[config.mk]
export PLATFORM = sky130hd
export DESIGN_NAME = rc5_block_cipher_core
export DESIGN_NICKNAME = d
export VERILOG_FILES = /design/src/rtl/core/rc5_pkg.sv /design/src/rtl/core/rc5_block_cipher_core.sv
export SDC_FILE = /design/constraint.sdc
export NUM_CORES = 2
export LEC_CHECK = 0
export ABC_AREA = 1
export BUFFER_PORTS_ARGS = -buffer_cell sky130_fd_sc_hd__buf_2
export CORE_UTILIZATION = 40
export CTS_CLUSTER_DIAMETER = 40
export DETAILED_ROUTE_END_ITERATION = 10
export PLACE_DENSITY_LB_ADDON = 0.12
export REMOVE_ABC_BUFFERS = 1
export SLEW_MARGIN = 15
export SYNTH_ARGS = -nofsm -noshare
export SYNTH_HDL_FRONTEND = slang
export SYNTH_SLANG_ARGS = --single-unit
[constraint.sdc]
create_clock -name clk -period 9.3 [get_ports clk]
set_input_delay 1.86 -clock clk [delete_from_list [all_inputs] [get_ports clk]]
set_output_delay 1.86 -clock clk [all_outputs]
set_load 0.01 [all_outputs]
[src/rtl/core/rc5_pkg.sv]
// Shared types and constants for the RC5-32 block cipher core.
// No dependencies; imported by the core and its port checker.
package rc5_pkg;

    localparam int RC5_ROUNDS = 12;
    localparam int KEY_WORDS  = 4;

    localparam logic [31:0] SEED_P = 32'hB7E15163;
    localparam logic [31:0] STEP_Q = 32'h9E3779B9;

    localparam int CFG_IDX_W = 2;

    localparam logic [CFG_IDX_W-1:0] REG_KEY_LOW  = 2'd0;
    localparam logic [CFG_IDX_W-1:0] REG_KEY_HIGH = 2'd1;

    localparam logic [1:0] OP_ENCRYPT = 2'd0;
    localparam logic [1:0] OP_DECRYPT = 2'd1;
    localparam logic [1:0] OP_EXPAND  = 2'd2;
    localparam logic [1:0] OP_UNUSED  = 2'd3;

    typedef enum logic [2:0] {
        ST_IDLE,
        ST_SEED,
        ST_MIX,
        ST_ENC,
        ST_DEC
    } state_t;

    // Operating modes of the shared half-round unit.
    typedef enum logic [2:0] {
        UM_ENC_INIT,
        UM_ENC_ROUND,
        UM_DEC_ROUND,
        UM_DEC_FINAL,
        UM_MIX_S,
        UM_MIX_L
    } unit_mode_t;

endpackage

[src/rtl/core/rc5_block_cipher_core.sv]
// RC5-32 block cipher core: key registers, subkey memory, sequencer and one
// shared half-round unit (add/sub/xor, barrel rotate, add/xor). Uses rc5_pkg.
//
//  channel  | handshake        | payload
//  ---------+------------------+---------------------------
//  request  | start, busy      | op, word_a, word_b
//  result   | done (strobe)    | out_a, out_b
//  config   | wr_en            | wr_index, wr_data
//
// An encrypt or decrypt item runs one half-round per cycle from acceptance to
// its done strobe, set by the single half-round unit and the one read port of
// the subkey memory. A key expansion makes a seeding pass of one entry a cycle,
// then runs each mixing iteration as a subkey half and then a key-word half.
// Op code 3 gives a zero result on the next cycle. The subkey memory reads as
// zero until the first expansion has seeded it. The receiver cannot stall;
// done lasts one cycle.
module rc5_block_cipher_core
    import rc5_pkg::*;
#(
    parameter int ROUNDS = RC5_ROUNDS
)
(
    input  logic                 clk,
    input  logic                 rst_n,
    input  logic                 start,
    output logic                 busy,
    input  logic [1:0]           op,
    input  logic [31:0]          word_a,
    input  logic [31:0]          word_b,
    output logic                 done,
    output logic [31:0]          out_a,
    output logic [31:0]          out_b,
    input  logic                 wr_en,
    input  logic [CFG_IDX_W-1:0] wr_index,
    input  logic [63:0]          wr_data
);

    localparam int TABLE_SIZE = 2 * (ROUNDS + 1);
    localparam int MIX_ITERS  = 3 * TABLE_SIZE;
    localparam int ADDR_W     = $clog2(TABLE_SIZE);
    localparam int CNT_W      = $clog2(MIX_ITERS);

    localparam logic [ADDR_W-1:0] LAST_ADDR = ADDR_W'(TABLE_SIZE - 1);
    localparam logic [CNT_W-1:0]  LAST_ITER = CNT_W'(MIX_ITERS - 1);

    state_t              state_reg, state_next;
    logic [ADDR_W-1:0]   addr_reg, addr_next;
    logic [CNT_W-1:0]    iter_reg, iter_next;
    logic                half_reg, half_next;
    logic [1:0]          j_reg, j_next;
    logic [31:0]         a_reg, a_next;
    logic [31:0]         b_reg, b_next;
    logic [31:0]         seed_reg, seed_next;
    logic [31:0]         lw_reg [KEY_WORDS];
    logic [31:0]         lw_next [KEY_WORDS];
    logic                loaded_reg, loaded_next;
    logic                done_reg, done_next;
    logic [63:0]         key_low_reg, key_high_reg;

    logic [31:0]         mem [TABLE_SIZE];
    logic [31:0]         rdata_reg;
    logic [ADDR_W-1:0]   raddr;
    logic                mem_we;
    logic [31:0]         mem_wdata;

    // Shared unit
    unit_mode_t          unit_mode;
    logic [31:0]         unit_x, unit_y, unit_k;
    logic [31:0]         unit_sum, unit_pre, unit_rot, unit_res;
    logic [4:0]          unit_amt;

    logic                tgt_b;
    logic [31:0]         table_key;
    logic [ADDR_W-1:0]   addr_wrap;

    assign tgt_b     = addr_reg[0];
    assign table_key = loaded_reg ? rdata_reg : 32'd0;
    assign addr_wrap = (addr_reg == LAST_ADDR) ? '0 : addr_reg + 1'b1;

    // Half-round unit: pre-operation, left rotation, post-operation.
    always_comb
    begin
        unit_sum = unit_x + unit_y;
        case (unit_mode)
            UM_ENC_INIT:  unit_pre = unit_x;
            UM_ENC_ROUND: unit_pre = unit_x ^ unit_y;
            UM_DEC_ROUND: unit_pre = unit_x - unit_k;
            UM_DEC_FINAL: unit_pre = unit_x - unit_k;
            UM_MIX_S:     unit_pre = unit_sum + unit_k;
            UM_MIX_L:     unit_pre = unit_sum + unit_k;
            default:      unit_pre = unit_x;
        endcase
        case (unit_mode)
            UM_ENC_ROUND: unit_amt = unit_y[4:0];
            UM_DEC_ROUND: unit_amt = 5'd0 - unit_y[4:0];
            UM_MIX_S:     unit_amt = 5'd3;
            UM_MIX_L:     unit_amt = unit_sum[4:0];
            default:      unit_amt = 5'd0;
        endcase
        unit_rot = (unit_pre << unit_amt) | (unit_pre >> (6'd32 - {1'b0, unit_amt}));
        case (unit_mode)
            UM_ENC_INIT:  unit_res = unit_rot + unit_k;
            UM_ENC_ROUND: unit_res = unit_rot + unit_k;
            UM_DEC_ROUND: unit_res = unit_rot ^ unit_y;
            default:      unit_res = unit_rot;
        endcase
    end

    // Next state
    always_comb
    begin
        state_next = state_reg;
        case (state_reg)
            ST_IDLE:
            begin
                if (start)
                begin
                    case (op)
                        OP_ENCRYPT: state_next = ST_ENC;
                        OP_DECRYPT: state_next = ST_DEC;
                        OP_EXPAND:  state_next = ST_SEED;
                        default:    state_next = ST_IDLE;
                    endcase
                end
            end
            ST_SEED:
            begin
                if (addr_reg == LAST_ADDR)
                    state_next = ST_MIX;
            end
            ST_MIX:
            begin
                if (half_reg && iter_reg == LAST_ITER)
                    state_next = ST_IDLE;
            end
            ST_ENC:
            begin
                if (addr_reg == LAST_ADDR)
                    state_next = ST_IDLE;
            end
            ST_DEC:
            begin
                if (addr_reg == '0)
                    state_next = ST_IDLE;
            end
            default: state_next = ST_IDLE;
        endcase
    end

    // Datapath and outputs
    always_comb
    begin
        addr_next   = addr_reg;
        iter_next   = iter_reg;
        half_next   = half_reg;
        j_next      = j_reg;
        a_next      = a_reg;
        b_next      = b_reg;
        seed_next   = seed_reg;
        loaded_next = loaded_reg;
        done_next   = 1'b0;
        raddr       = '0;
        mem_we      = 1'b0;
        mem_wdata   = seed_reg;
        unit_mode   = UM_ENC_INIT;
        unit_x      = a_reg;
        unit_y      = b_reg;
        unit_k      = table_key;
        for (int n = 0; n < KEY_WORDS; n++)
            lw_next[n] = lw_reg[n];

        case (state_reg)
            ST_IDLE:
            begin
                raddr = (op == OP_DECRYPT) ? LAST_ADDR : '0;
                if (start)
                begin
                    case (op)
                        OP_ENCRYPT:
                        begin
                            a_next    = word_a;
                            b_next    = word_b;
                            addr_next = '0;
                        end
                        OP_DECRYPT:
                        begin
                            a_next    = word_a;
                            b_next    = word_b;
                            addr_next = LAST_ADDR;
                        end
                        OP_EXPAND:
                        begin
                            a_next    = 32'd0;
                            b_next    = 32'd0;
                            addr_next = '0;
                            iter_next = '0;
                            half_next = 1'b0;
                            j_next    = 2'd0;
                            seed_next = SEED_P;
                            lw_next[0] = key_low_reg[31:0];
                            lw_next[1] = key_low_reg[63:32];
                            lw_next[2] = key_high_reg[31:0];
                            lw_next[3] = key_high_reg[63:32];
                        end
                        default:
                        begin
                            a_next    = 32'd0;
                            b_next    = 32'd0;
                            done_next = 1'b1;
                        end
                    endcase
                end
            end
            ST_SEED:
            begin
                mem_we    = 1'b1;
                mem_wdata = seed_reg;
                seed_next = seed_reg + STEP_Q;
                addr_next = addr_wrap;
                raddr     = addr_wrap;
                if (addr_reg == LAST_ADDR)
                    loaded_next = 1'b1;
            end
            ST_MIX:
            begin
                unit_x = a_reg;
                unit_y = b_reg;
                if (!half_reg)
                begin
                    // Subkey half: rdata holds entry i, prefetch entry i+1.
                    unit_mode = UM_MIX_S;
                    unit_k    = rdata_reg;
                    a_next    = unit_res;
                    mem_we    = 1'b1;
                    mem_wdata = unit_res;
                    addr_next = addr_wrap;
                    raddr     = addr_wrap;
                    half_next = 1'b1;
                end
                else
                begin
                    unit_mode       = UM_MIX_L;
                    unit_k          = lw_reg[j_reg];
                    b_next          = unit_res;
                    lw_next[j_reg]  = unit_res;
                    j_next          = j_reg + 1'b1;
                    raddr           = addr_reg;
                    half_next       = 1'b0;
                    iter_next       = iter_reg + 1'b1;
                    if (iter_reg == LAST_ITER)
                    begin
                        a_next    = 32'd0;
                        b_next    = 32'd0;
                        done_next = 1'b1;
                    end
                end
            end
            ST_ENC:
            begin
                unit_mode = (addr_reg < ADDR_W'(2)) ? UM_ENC_INIT : UM_ENC_ROUND;
                unit_x    = tgt_b ? b_reg : a_reg;
                unit_y    = tgt_b ? a_reg : b_reg;
                unit_k    = table_key;
                if (tgt_b)
                    b_next = unit_res;
                else
                    a_next = unit_res;
                if (addr_reg == LAST_ADDR)
                    done_next = 1'b1;
                else
                begin
                    addr_next = addr_reg + 1'b1;
                    raddr     = addr_reg + 1'b1;
                end
            end
            ST_DEC:
            begin
                unit_mode = (addr_reg < ADDR_W'(2)) ? UM_DEC_FINAL : UM_DEC_ROUND;
                unit_x    = tgt_b ? b_reg : a_reg;
                unit_y    = tgt_b ? a_reg : b_reg;
                unit_k    = table_key;
                if (tgt_b)
                    b_next = unit_res;
                else
                    a_next = unit_res;
                if (addr_reg == '0)
                    done_next = 1'b1;
                else
                begin
                    addr_next = addr_reg - 1'b1;
                    raddr     = addr_reg - 1'b1;
                end
            end
            default:
            begin
                done_next = 1'b0;
            end
        endcase
    end

    always_ff @(posedge clk or negedge rst_n)
    begin
        if (!rst_n)
        begin
            state_reg    <= ST_IDLE;
            loaded_reg   <= 1'b0;
            done_reg     <= 1'b0;
            key_low_reg  <= 64'd0;
            key_high_reg <= 64'd0;
        end
        else
        begin
            state_reg  <= state_next;
            loaded_reg <= loaded_next;
            done_reg   <= done_next;
            if (wr_en)
            begin
                case (wr_index)
                    REG_KEY_LOW:  key_low_reg  <= wr_data;
                    REG_KEY_HIGH: key_high_reg <= wr_data;
                    default:      ;
                endcase
            end
        end
    end

    always_ff @(posedge clk)
    begin
        addr_reg <= addr_next;
        iter_reg <= iter_next;
        half_reg <= half_next;
        j_reg    <= j_next;
        a_reg    <= a_next;
        b_reg    <= b_next;
        seed_reg <= seed_next;
        for (int n = 0; n < KEY_WORDS; n++)
            lw_reg[n] <= lw_next[n];
    end

    // Subkey memory: one write port, one registered read port.
    always_ff @(posedge clk)
    begin
        if (mem_we)
            mem[addr_reg] <= mem_wdata;
        rdata_reg <= mem[raddr];
    end

    assign busy  = (state_reg != ST_IDLE);
    assign done  = done_reg;
    assign out_a = a_reg;
    assign out_b = b_reg;

endmodule

==> impl_metrics.toml <==
[drt]
wl_per_cell_um = 25.7
ant_nets = 0
dr.pass1.iters = 8
dr_total_vias = 57900
remaining_drc_errors = 0
drtIter0Drc = 5195
routed_via_density = 5.52
routed_wirelength_um = 269000

[status]
violations = "negative setup slack"
status = "finished, violations left"

[grt]
grt_pass1_wl_um = 383000
grt_pass1_vias = 55500
grt-ovfl-total = 0
grt_max_degree = 159
grt_antenna_before_repair = 16
track_usage = 0.324

[cells_and_area]
drive_gt1_frac = 0.268
stdcell_area_um2 = 85000
fin_util = 0.530
final_nets = 8441
instances_no_fill = 10500
area_growth_pct = 31.7
largest_reg_flops = 832
num-fill-cells = 14900

[floorplanning]
ios = 202
core_um2 = 160000
die_w_um = 404
fp.dieH_um = 404
dieArea_um2 = 163000
rows = 147
start_util = 0.402

[logic_synthesis]
ys_types = 75
yosysTopAreaCell = "edfxtp_1"
synth.ff_latch_count = 1238
synth.area.top_cells = "edfxtp_1, nand2_1, dfrtp_1"
netlist_instances = 6995
synth_warnings = 0
synth_top_area_share = 0.498
synth_edf_count = 1071
ys.flop_type = "edfxtp_1"
seq_area_frac_synth = 0.561
async_reset_ff_frac = 0.107
synth_area_um2 = 64500
syn_area_per_cell_um2 = 9.22

[timing]
setup_viol = 154
worst_pin_slew_ns = 1.20
setup_slack_ns = -0.107
final.min_clock_period_ns = 9.41
fin_worst_skew_ns = 0.0712
rsz0062_at_grt = "yes"
fin_crit_sh = 1.01
hold_viol = 0
maxSlewViolCount = 0
max_freq_mhz = 106
slew_headroom = 0.201

[placed_design]
placed_cell_area_um2 = 75800
io_buffers = 201
dp_hpwl_um = 184000
gp_congestion = 1.04
placed_cells = 10100

[clocking]
cts_root_buffer = "clkbuf_16"
clk_latency_ns = 0.82
clk_pin_slew_ns = 0.05
cts_sinks = 1238
cts_tree = "yes"
cts_buffer_depth = 3
htreeDepth = 4
cts_buffers = 177

[setup_path]
path_common_cell = "nand2_2"
slowest_delay_ns = 0.43
critPathMaxFanout = 7
timing.rr.start = "state_reg[1]$_DFFE_PN0P_"
crit_path_start = "state_reg[1]$_DFFE_PN0P_"
cp_slowest_cell = "dfrtp_2"
path_class = "reg2reg"
critPathLaunchType = "flop"
endpoint_kind = "flop"
critPathArrivalTime_ns = 9.93
worst_ep_required_time_ns = 9.83

[hold_path]
worstHoldStart = "key_high_reg[39]$_DFFE_PN0P_"
hold_path_class = "reg2reg"

[job]
drv_cap = 0
-- critical path: cells and delay by family, from the launching register on --
family                     cells  cell delay, ns
and+or+nand+nor               53            4.71
adders and majority gates      5            1.11
buffers and inverters          8            0.91
AOI/OAI and AO/OA             11            1.53
DFF                            1            0.43
xor gates and xnor gates       1            0.14
muxes                          1            0.26
-- cell type report --
cell class / count / area, um2 / share of cell area
tap: 2160 / 2700 / 0.0318
multi-input combinational: 4869 / 26900 / 0.316
timing repair buffer: 1361 / 11100 / 0.130
inverter: 526 / 2070 / 0.0244
antenna: 4 / 10.0 / 0.000118
clock buffer: 212 / 4620 / 0.0544
sequential: 1238 / 36200 / 0.426
clock inverter: 116 / 1450 / 0.0170
-- cell usage after synthesis (26+ instances only) --
cell,count
mux2i_1,40
ha_1,130
nor2_1,456
nand2_2,46
o21ai_0,555
nand3_1,521
edfxtp_1,1071
inv_1,493
a21oi_1,535
buf_2,34
a22oi_1,65
o21ai_1,143
dfrtp_1,133
nand3_2,26
xor2_1,41
a32o_1,65
dfxtp_1,34
nor3_1,79
nand2_1,1792
buf_1,28
a31oi_1,45
nand4_1,37
clkbuf_1,281
o221ai_1,69
-- logic make-up after synthesis --
kind of cell,count (synthesis),share of synthesized area
compound gates,1596,0.143
xor+xnor,64,0.00927
fa+ha+maj,132,0.0258
buf+inv,889,0.0547
flops,1238,0.561
mux,41,0.00642
simple gates,3035,0.200
-- routing by layer --
| metal | vias to the layer above | part of all wire | global-route usage |
|---|---|---|---|
| li1 | 26900 | - | - |
| met1 | 28200 | 0.40 | 0.418 |
| met2 | 2284 | 0.46 | 0.520 |
| met3 | 537 | 0.075 | 0.0538 |
| met4 | 12 | 0.059 | 0.175 |
| met5 | - | 0.00027 | 0 |
-- metrics by stage --
step | TNS, ns | worst slack, ns | hold slack [ns]
2_1_floorplan | -2071.45 | -15.67 | 0.453
3_3_place_gp | -666.71 | -1.49 | 0.467
3_5_place_dp | -654.48 | -1.42 | 0.471
4_1_cts | -98.67 | -0.440 | 0.484
5_1_grt | -233.43 | -0.584 | 0.501
6_report | -9.33 | -0.107 | 0.483
-- final timing paths --
kind	end	slack [ns]	cells past startpoint
min	key_high_reg[39]$_DFFE_PN0P_	0.48	2
min in group asynchronous	key_high_reg[59]$_DFFE_PN0P_	1.08	1
max reg2reg	mem[16][26]$_DFFE_PP_	-0.11	79
max	mem[16][26]$_DFFE_PP_	-0.11	79
max in group asynchronous	state_reg[1]$_DFFE_PN0P_	6.67	2
min reg2reg	key_high_reg[39]$_DFFE_PN0P_	0.48	2
-- cells in the final DEF (no fill, tap or decap), types with 65 or more instances in the layout --
master,n
nand2_1,1668
edfxtp_1,1071
buf_4,1043
o21ai_0,514
a21oi_1,473
nand3_1,470
inv_1,462
nor2_1,409
buf_2,200
clkbuf_16,182
o21ai_1,161
nand2_2,149
dfrtp_1,131
ha_1,114
buf_12,70
nand3_2,67
o221ai_1,67
a21oi_2,65
a32o_1,65
a22oi_1,65
-- timing repair --
action,in CTS,in global routing
hold buffers,0,0
gates resized for setup,278,257
buffers inserted,69,26
pin swaps,126,159
gates cloned,15,7
setup endpoints to repair,840,781
Power is not shown: default switching activity piles up to over one toggle a cycle in this logic, so the estimate is an artifact.
